[config.mk]
export PLATFORM = sky130hd
export DESIGN_NAME = argb_weighted_tap_accumulate_flat
export DESIGN_NICKNAME = d
export VERILOG_FILES = /design/src/awta_pkg.sv /design/src/awta_if.sv /design/src/argb_weighted_tap_accumulate.sv /design/src/awta_lane.sv /design/src/awta_merge.sv /design/src/flat_wrapper.sv
export SDC_FILE = /design/constraint.sdc
export NUM_CORES = 2
export LEC_CHECK = 0
export BUFFER_PORTS_ARGS = -buffer_cell sky130_fd_sc_hd__buf_2
export CAP_MARGIN = 20
export CORE_UTILIZATION = 60
export CTS_BUF_LIST = sky130_fd_sc_hd__clkbuf_4 sky130_fd_sc_hd__clkbuf_8 sky130_fd_sc_hd__clkbuf_16
export CTS_CLUSTER_SIZE = 14
export DETAILED_ROUTE_END_ITERATION = 10
export PLACE_DENSITY_LB_ADDON = 0.2
export SYNTH_ARGS = -nofsm -noshare
export SYNTH_HDL_FRONTEND = slang
export SYNTH_SLANG_ARGS = --single-unit
export TNS_END_PERCENT = 20
[constraint.sdc]
create_clock -name clock -period 7.3 [get_ports clock]
set_input_delay 0.73 -clock clock [delete_from_list [all_inputs] [get_ports clock]]
set_output_delay 0.73 -clock clock [all_outputs]
set_load 0.1 [all_outputs]
[src/awta_pkg.sv]
// Package for the ARGB weighted tap accumulator.
// Holds channel and accumulator widths, shared types and the lane control struct.
// No dependencies.
package awta_pkg;

   localparam int CHAN_COUNT                = 4;
   localparam int CHAN_W                    = 8;
   localparam int PIXEL_W                   = CHAN_COUNT * CHAN_W;
   localparam int WEIGHT_W                  = 16;
   localparam int PROD_W                    = CHAN_W + 1 + WEIGHT_W;
   localparam int ACC_W                     = 32;
   localparam int DEFAULT_WEIGHT_FRAC_BITS  = 14;

   typedef logic [PIXEL_W-1:0]                     pixel_type;
   typedef logic signed [WEIGHT_W-1:0]             weight_type;
   typedef logic [CHAN_W-1:0]                      chan_type;
   typedef logic signed [ACC_W-1:0]                acc_type;
   typedef logic [CHAN_COUNT-1:0][ACC_W-1:0]       sum_vec_type;

   // Pipeline strobes shared by all lanes
   typedef struct packed {
      logic load;     // new transaction enters the product stage
      logic step;     // product stage folds into the accumulator
      logic last;     // product stage holds the final tap
   } lane_ctrl_type;

endpackage

[src/awta_if.sv]
// Valid/ready channel interfaces for the tap accumulator.
// Depends on awta_pkg for payload types.
interface awta_req_if
   import awta_pkg::*;
   ();
   logic       valid;
   logic       ready;
   pixel_type  pixel;
   weight_type tap_weight;
   logic       last_tap;

   modport source  (output valid, output pixel, output tap_weight, output last_tap,
                    input ready);
   modport sink    (input valid, input pixel, input tap_weight, input last_tap,
                    output ready);
   modport monitor (input valid, input pixel, input tap_weight, input last_tap,
                    input ready);
endinterface

interface awta_rsp_if
   import awta_pkg::*;
   ();
   logic      valid;
   logic      ready;
   pixel_type out_pixel;

   modport source  (output valid, output out_pixel, input ready);
   modport sink    (input valid, input out_pixel, output ready);
   modport monitor (input valid, input out_pixel, input ready);
endinterface

[src/argb_weighted_tap_accumulate.sv]
// ARGB weighted tap accumulator: multiply-accumulate stage of a separable scaler.
// Depends on awta_pkg, awta_req_if/awta_rsp_if, awta_lane and awta_merge.
//
// Usage:
//   req_chan carries one tap per transaction: a 32-bit pixel (channel 0 in bits
//   7:0), a signed weight with WEIGHT_FRAC_BITS fraction bits, and last_tap.
//   Four lanes multiply their channel by the weight and add into saturating
//   32-bit sums. A tap with last_tap set closes the output pixel: the sums are
//   clamped to 0..255 (fraction truncated), packed, and sent on rsp_chan; the
//   sums restart from zero. Taps without last_tap produce no transaction.
//   Throughput: one tap per clock, closing tap included, if rsp_chan keeps up.
//   Path: a closing tap passes the product, accumulate and clamp/pack registers
//   in turn before its pixel shows on rsp_chan.
//   Stall: a held rsp_chan result does not block taps that do not close a pixel;
//   one more finished pixel waits in the sum stage, and only a further closing
//   tap stalls req_chan until the receiver takes the output.
//   Reset (synchronous): sums cleared, pipeline and output emptied, req ready.
module argb_weighted_tap_accumulate
   import awta_pkg::*;
#(
   parameter int WEIGHT_FRAC_BITS = DEFAULT_WEIGHT_FRAC_BITS
)
(
   input  logic        clock,
   input  logic        reset,
   awta_req_if.sink    req_chan,
   awta_rsp_if.source  rsp_chan
);

   logic          s1_v_ff, s1_v_in;
   logic          s1_last_ff, s1_last_in;
   logic          s2_v_ff, s2_v_in;
   logic          out_v_ff, out_v_in;
   logic          out_free, s2_move, s2_free, s1_go, req_ready, accept;
   lane_ctrl_type lane_ctrl;
   sum_vec_type   sums;

   // stage handshakes, from the output back
   assign out_free  = !out_v_ff || rsp_chan.ready;
   assign s2_move   = s2_v_ff && out_free;
   assign s2_free   = !s2_v_ff || out_free;
   assign s1_go     = s1_v_ff && (!s1_last_ff || s2_free);
   assign req_ready = !s1_v_ff || s1_go;
   assign accept    = req_chan.valid && req_ready;

   assign s1_v_in    = accept || (s1_v_ff && !s1_go);
   assign s1_last_in = accept ? req_chan.last_tap : s1_last_ff;
   assign s2_v_in    = (s1_go && s1_last_ff) || (s2_v_ff && !s2_move);
   assign out_v_in   = s2_move || (out_v_ff && !rsp_chan.ready);

   always_ff @(posedge clock) begin
      if (reset) begin
         s1_v_ff  <= 1'b0;
         s2_v_ff  <= 1'b0;
         out_v_ff <= 1'b0;
      end else begin
         s1_v_ff  <= s1_v_in;
         s2_v_ff  <= s2_v_in;
         out_v_ff <= out_v_in;
      end
   end

   always_ff @(posedge clock) begin
      s1_last_ff <= s1_last_in;
   end

   assign lane_ctrl.load = accept;
   assign lane_ctrl.step = s1_go;
   assign lane_ctrl.last = s1_last_ff;

   // one lane per color channel
   for (genvar c = 0; c < CHAN_COUNT; c++) begin : g_lane
      awta_lane u_lane (
         .clock     (clock),
         .reset     (reset),
         .ctrl      (lane_ctrl),
         .chan      (req_chan.pixel[c*CHAN_W +: CHAN_W]),
         .weight    (req_chan.tap_weight),
         .final_sum (sums[c])
      );
   end

   awta_merge #(
      .WEIGHT_FRAC_BITS (WEIGHT_FRAC_BITS)
   ) u_merge (
      .clock     (clock),
      .load      (s2_move),
      .sums      (sums),
      .out_pixel (rsp_chan.out_pixel)
   );

   assign req_chan.ready = req_ready;
   assign rsp_chan.valid = out_v_ff;

endmodule

[src/awta_lane.sv]
// One channel lane: registered product, saturating accumulator, final sum hold.
// Depends on awta_pkg.
module awta_lane
   import awta_pkg::*;
(
   input  logic          clock,
   input  logic          reset,
   input  lane_ctrl_type ctrl,
   input  chan_type      chan,
   input  weight_type    weight,
   output acc_type       final_sum
);

   logic signed [PROD_W-1:0] prod_ff, prod_in;
   acc_type                  acc_ff, acc_in;
   acc_type                  sum_ff, sum_in;
   logic signed [ACC_W:0]    wide_sum;
   acc_type                  sat_sum;

   // unsigned channel times signed weight
   assign prod_in = PROD_W'($signed({1'b0, chan})) * PROD_W'(weight);

   // saturating add into the 32-bit accumulator
   always_comb begin
      wide_sum = {acc_ff[ACC_W-1], acc_ff}
               + {{(ACC_W + 1 - PROD_W){prod_ff[PROD_W-1]}}, prod_ff};
      if (wide_sum[ACC_W] != wide_sum[ACC_W-1]) begin
         sat_sum = wide_sum[ACC_W] ? {1'b1, {(ACC_W-1){1'b0}}}
                                   : {1'b0, {(ACC_W-1){1'b1}}};
      end else begin
         sat_sum = wide_sum[ACC_W-1:0];
      end
   end

   // accumulator clears once the final tap is folded in
   always_comb begin
      acc_in = acc_ff;
      sum_in = sum_ff;
      if (ctrl.step) begin
         if (ctrl.last) begin
            acc_in = '0;
            sum_in = sat_sum;
         end else begin
            acc_in = sat_sum;
         end
      end
   end

   always_ff @(posedge clock) begin
      if (reset) begin
         acc_ff <= '0;
      end else begin
         acc_ff <= acc_in;
      end
   end

   always_ff @(posedge clock) begin
      if (ctrl.load) begin
         prod_ff <= prod_in;
      end
      sum_ff <= sum_in;
   end

   assign final_sum = sum_ff;

endmodule

[src/awta_merge.sv]
// Merge stage: clamps the lane sums to 0..255 and packs the output pixel register.
// Depends on awta_pkg.
module awta_merge
   import awta_pkg::*;
#(
   parameter int WEIGHT_FRAC_BITS = DEFAULT_WEIGHT_FRAC_BITS
)
(
   input  logic        clock,
   input  logic        load,
   input  sum_vec_type sums,
   output pixel_type   out_pixel
);

   pixel_type out_pixel_ff, out_pixel_in;

   // negative -> 0, integer part above 255 -> 255, else drop the fraction
   function automatic chan_type clamp_chan(input logic [ACC_W-1:0] s);
      chan_type res;
      if (s[ACC_W-1]) begin
         res = '0;
      end else if (|s[ACC_W-2:WEIGHT_FRAC_BITS+CHAN_W]) begin
         res = '1;
      end else begin
         res = s[WEIGHT_FRAC_BITS+CHAN_W-1:WEIGHT_FRAC_BITS];
      end
      return res;
   endfunction

   always_comb begin
      for (int c = 0; c < CHAN_COUNT; c++) begin
         out_pixel_in[c*CHAN_W +: CHAN_W] = clamp_chan(sums[c]);
      end
   end

   always_ff @(posedge clock) begin
      if (load) begin
         out_pixel_ff <= out_pixel_in;
      end
   end

   assign out_pixel = out_pixel_ff;

endmodule

[src/flat_wrapper.sv]
// flat-port wrapper written by rule: the top's interface ports become plain ports
module argb_weighted_tap_accumulate_flat import awta_pkg::*;
#(
   parameter int WEIGHT_FRAC_BITS = DEFAULT_WEIGHT_FRAC_BITS
)
  (clock, reset, req_chan_valid, req_chan_pixel, req_chan_tap_weight, req_chan_last_tap, req_chan_ready, rsp_chan_valid, rsp_chan_out_pixel, rsp_chan_ready);
  awta_req_if req_chan_i ();
  awta_rsp_if rsp_chan_i ();
  input  logic clock;
  input  logic reset;
  input wire logic [$bits(req_chan_i.valid)-1:0] req_chan_valid;
  input wire logic [$bits(req_chan_i.pixel)-1:0] req_chan_pixel;
  input wire logic [$bits(req_chan_i.tap_weight)-1:0] req_chan_tap_weight;
  input wire logic [$bits(req_chan_i.last_tap)-1:0] req_chan_last_tap;
  output wire logic [$bits(req_chan_i.ready)-1:0] req_chan_ready;
  output wire logic [$bits(rsp_chan_i.valid)-1:0] rsp_chan_valid;
  output wire logic [$bits(rsp_chan_i.out_pixel)-1:0] rsp_chan_out_pixel;
  input wire logic [$bits(rsp_chan_i.ready)-1:0] rsp_chan_ready;
  assign req_chan_i.valid = req_chan_valid;
  assign req_chan_i.pixel = req_chan_pixel;
  assign req_chan_i.tap_weight = req_chan_tap_weight;
  assign req_chan_i.last_tap = req_chan_last_tap;
  assign req_chan_ready = req_chan_i.ready;
  assign rsp_chan_valid = rsp_chan_i.valid;
  assign rsp_chan_out_pixel = rsp_chan_i.out_pixel;
  assign rsp_chan_i.ready = rsp_chan_ready;
  argb_weighted_tap_accumulate #(.WEIGHT_FRAC_BITS(WEIGHT_FRAC_BITS)) u_core (.clock(clock), .reset(reset), .req_chan(req_chan_i), .rsp_chan(rsp_chan_i));
endmodule
======== Word level (Yosys, flattened, before mapping) ========
Cells that the tools add are included.
Widths: inputs -> output; s select.
storage, ports and cells
  flip-flop bits (word level) ............. 392
  input port bits ......................... 53
  logic and storage cells ................. 74
cells by class
  $add $sub $neg .......................... 4
  $mul .................................... 4
  equality and inequality tests ........... 4
  multiplexer cells ....................... 16
  reductions and logical operators ........ 26
operators by type and width
  cell               number
  $mux 32            12
  $add 32x25->33     4
  $mul 9x16->25      4
  $reduce_or 9->1    4
  $mux 8             4
  $logic_and 1x1->1  7
  $logic_not 1->1    7
  $logic_or 1x1->1   7
  $ne 1x1->1         4
  $reduce_and 2->1   1

======== Logic depth before layout (Yosys ltp) ========
  word-level depth ........................ 8
  gate-level depth with buffers ........... 21
  mapped depth without buffers ............ 20

======== By module ========
Synthesis repeated with hierarchy kept, for this count alone.
unflattened totals
  cells, all modules ...................... 4153
  area total of the unflattened synthesis .. 39663.0 µm²
by module, submodules not included
  module                                instances  cells an instance  area an instance (µm²)  sequential area each (µm²)
  awta_lane at u_core.g_lane[0].u_lane  1          1042               9760.6                  2352.3
  awta_lane at u_core.g_lane[3].u_lane  1          1014               9450.3                  2352.3
  awta_lane at u_core.g_lane[2].u_lane  1          981                9410.3                  2352.3
  awta_lane at u_core.g_lane[1].u_lane  1          978                9332.7                  2352.3
  awta_merge                            1          120                1536.5                  960.9
  argb_weighted_tap_accumulate          1          18                 172.7                   90.1

======== Worst setup path before layout ========
No wires, ideal clock.
  kind .................................... input-to-reg
  from .................................... in req_chan_pixel[0]
  to ...................................... reg u_core.g_lane[0].u_lane.prod_ff[24] (data pin)
  library setup time ...................... 0.260 ns
  arrival ................................. 5.418 ns
  data required time ...................... 7.040 ns
  path slack .............................. 1.622 ns
  stages .................................. 21
  buffers on the path ..................... 1
  cell sequence ........................... clkbuf_1 -> nand2_1 -> fa_1 -> inv_1 -> ha_1 -> ha_1 -> inv_1 -> fa_1 -> inv_1 -> ha_1 -> fa_1 -> a21o_1 -> a211oi_1 -> o21ai_0 -> a31oi_1 -> o211a_1 -> o31ai_1 -> or4_1 -> a31o_2 -> a21oi_1 -> xnor2_1
on the way
  longest elaborated chain between the ends .. 1
RTL lines
  what                                     line                RTL
  start, declared                          flat_wrapper.sv:12  input wire logic [$bits(req_chan_i.pixel)-1:0] req_chan_pixel;
  $mul 9x16->25                            awta_lane.sv:21     assign prod_in = PROD_W'($signed({1'b0, chan})) * PROD_W'(weight);
  net u_core.g_lane[0].u_lane.prod_in[24]  awta_lane.sv:14     logic signed [PROD_W-1:0] prod_ff, prod_in;
  end signal, assigned                     awta_lane.sv:59     prod_ff <= prod_in;
  end, declared                            awta_lane.sv:14
The timed path passes the listed nets, and every way through them passes these cells.
A chain may end at the register's enable or synchronous reset.

======== Final worst setup path ========
  from .................................... in req_chan_tap_weight[4]
  to ...................................... reg u_core.g_lane[0].u_lane.prod_ff[24] (data pin)
on the way
  longest elaborated chain between the ends .. 1
RTL lines
  what                                     line                RTL
  start, declared                          flat_wrapper.sv:13  input wire logic [$bits(req_chan_i.tap_weight)-1:0] req_chan_tap_weight;
  $mul 9x16->25                            awta_lane.sv:21
  net u_core.g_lane[0].u_lane.prod_in[24]  awta_lane.sv:14
The timed path passes the listed nets, and every way through them passes these cells.

==> metrics.csv <==
metric;value;unit
DR pass1 iterations;5;
Critical Path Fanout Max;32;
Mapped Cells;4064;
Least-Margin Pin Slew;1.09;ns
site row count;90;
first-pass GRT wire length;130000;um
die height;249;um
Clock Power Share;0.154;
CP Capture Type;flip-flop;
Vias;26900;
final net count;4852;
sequential-to-total area share from yosys stat;0.240;
Die X;249;um
Area Growth Syn to Fin;6.68;%
root buffer cell;clkbuf_16;
Post-CTS Setup Bufs;0;
Max-slew headroom;0.271;
Leak;0.0187;uW
Comb power frac;0.618;
synth warn;0;
grt ovf;0;
DRT antenna net count;0;
I/O pin count;87;
most common cell in the netlist;inv_1;
Yosys top cell by area;fa_1;
Initial Util;0.607;
worst vdd ir;0.194;mV
clk buf depth;3;
Post-synth EDFFs;205;
post_cts resized;0;
Yosys reg bits;336;
top_reg_cell synth;edfxtp_1;
Max Cap Violations;0;
mapped cell area;36600;um^2
clock period minus worst slack;5.86;ns
total track usage;0.252;
sequential power share;0.227;
WP data required;7.60;ns
H-tree depth;2;
Max Clk Rate;0.171;GHz
post-route setup TNS;0;ns
Clock transition at path regs;0.06;ns
Post-Syn Nets;4857;
Layout Skew;0.0106;ns
# DRC;0;
critical path class;in2reg;
outcome;finished, final reports clean;
# port buffers;86;
Core Region;60200;um^2
largest net degree at the start of global routing;81;
Num Clock Sinks;336;
Synth top area share;0.225;
Final Power;13800;uW
Power Density;353;nW/um^2
Final Max Slew Viols;0;
Final Hold Fails;0;
CTS tree;built;
vias in the first global route;27000;
startpoint class of the critical path;input port;
placer congestion estimate;0.875;
Synth cell types;79;
RSZ-0062 raised after global routing;no;
Die Footprint;62000;um^2
switching pwr;5880;uW
Synth area leaders;fa_1 23%, edfxtp_1 17%, ha_1 11%;
synthesized area per cell;9.00;um^2
Initial DRC Count;1479;
Vias/cell;5.52;
CTS Buf Count;39;
Async S/R FF share, synth;0;
WL/cell;15.6;um
Int Power;7910;uW
initial antenna violation count;2;
Final Cycle Share;0.803;
layout cells sized above 1;0.0531;
clk_lat worst skew;0.55;ns
Post-DP HPWL;57800;um
Worst Path Arrival;6.16;ns
count of final setup violators;0;
sw frac;0.427;
worst hold path class;in2reg;
Core Util, Final;0.648;
top post-synthesis cells by count;680 x inv_1, 438 x nand2_1, 412 x fa_1, 328 x ha_1, 290 x and2_1;
cts hold-fix bufs;0;
overall routed net length;75900;um
[stage by stage]
step                      setup WS (ns)  hold WS (ns)  instances  area (um^2)
after floorplan                    1.62         0.429       4064        36600
after global placement            0.980         0.440       4796        37600
after detailed placement          0.959         0.446       4797        37600
after CTS                          1.50         0.334       4868        39000
after global routing               1.08         0.350       4871        39000
final                              1.44         0.367       4873        39000
[kinds of logic (layout without fill, tap and decap cells)]
logic type / Yosys count / after routing / synth area share
adders and majority gates: 740 / 740 / 0.338
other: 0 / 2 / 0
buffers and inverters: 837 / 862 / 0.0870
and+or+nand+nor: 1182 / 1182 / 0.154
muxes: 6 / 6 / 0.00195
DFF: 336 / 336 / 0.240
xor gates and xnor gates: 203 / 203 / 0.0486
AOI/OAI and AO/OA: 760 / 760 / 0.131
[area by class of cell]
cell class / count / area [um^2]
Tap cell: 782 / 978
Antenna cell: 2 / 5.00
Sequential cell: 336 / 8780
Clock buffer: 48 / 1080
Timing Repair Buffer: 111 / 637
Multi-Input combinational cell: 2891 / 24700
Inverter: 680 / 2550
Clock inverter: 23 / 330
Fill cell: 4993 / 21200
[power groups by stage]
stage               Combinational [uW]  Sequential, uW  Clock (uW)
CTS                               8540            3140        2170
detailed placement                8480            3170           0
finish                            8520            3140        2130
global route                      9780            3170        2240
floorplan                         6900            3110           0
global placement                  8300            3160           0
[worst paths after layout]
check / start / to / slack, ns / cells after the start
worst max-delay path: req_chan_tap_weight[4] / u_core.g_lane[0].u_lane.prod_ff[24] / 1.44 / 21
worst min-delay path: req_chan_last_tap / u_core.s1_last_ff / 0.37 / 1
worst max register to register: u_core.g_lane[0].u_lane.prod_ff[1] / u_core.g_lane[0].u_lane.acc_ff[27] / 2.91 / 11
worst min register to register: u_core.g_lane[1].u_lane.acc_ff[0] / u_core.g_lane[1].u_lane.acc_ff[0] / 0.45 / 2
[critical path, stage by stage]
cell and delay (ns):
buf_2 0.51, nand2_1 0.17, fa_1 0.56, inv_1 0.04, ha_1 0.27, ha_1 0.28, inv_1 0.05, fa_1 0.48
inv_1 0.05, ha_1 0.21, fa_1 0.45, a21o_1 0.21, a211oi_1 0.32, o21ai_0 0.17, a31oi_1 0.40, o211a_1 0.24
o31ai_1 0.09, or4_1 0.43, a31o_2 0.25, a21oi_1 0.16, xnor2_1 0.08
[layer usage]
metal / vias up / track usage / part of all wire
li1: 13200 / - / -
met1: 13100 / 0.345 / 0.46
met2: 536 / 0.430 / 0.47
met3: 100 / 0.0252 / 0.042
met4: 2 / 0.0646 / 0.023
met5: - / 0 / 0.00013
[placed cells by master, fill, tap and decap left out, types with 40 or more instances in the layout]
cell type / instances
fa_1: 412
ha_1: 328
nand3_1: 40
o21ai_0: 161
a21o_1: 72
xor2_1: 60
dfxtp_1: 131
a21oi_1: 250
clkbuf_16: 41
nor2_1: 239
xnor2_1: 143
buf_2: 88
nand2_1: 437
and2_1: 289
edfxtp_1: 205
inv_1: 680
[state kept, by name (all words and copies together) (netlist names)]
name	cells
u_core.s2_v_ff	1
u_core.s1_last_ff	1
u_core.g_lane.u_lane.acc_ff	128
u_core.g_lane.u_lane.prod_ff	100
u_core.u_merge.out_pixel	32
u_core.rsp_chan.valid	1
u_core.g_lane.u_lane.final_sum	72
u_core.s1_v_ff	1
No activity file was read; power rests on OpenSTA's default activity.
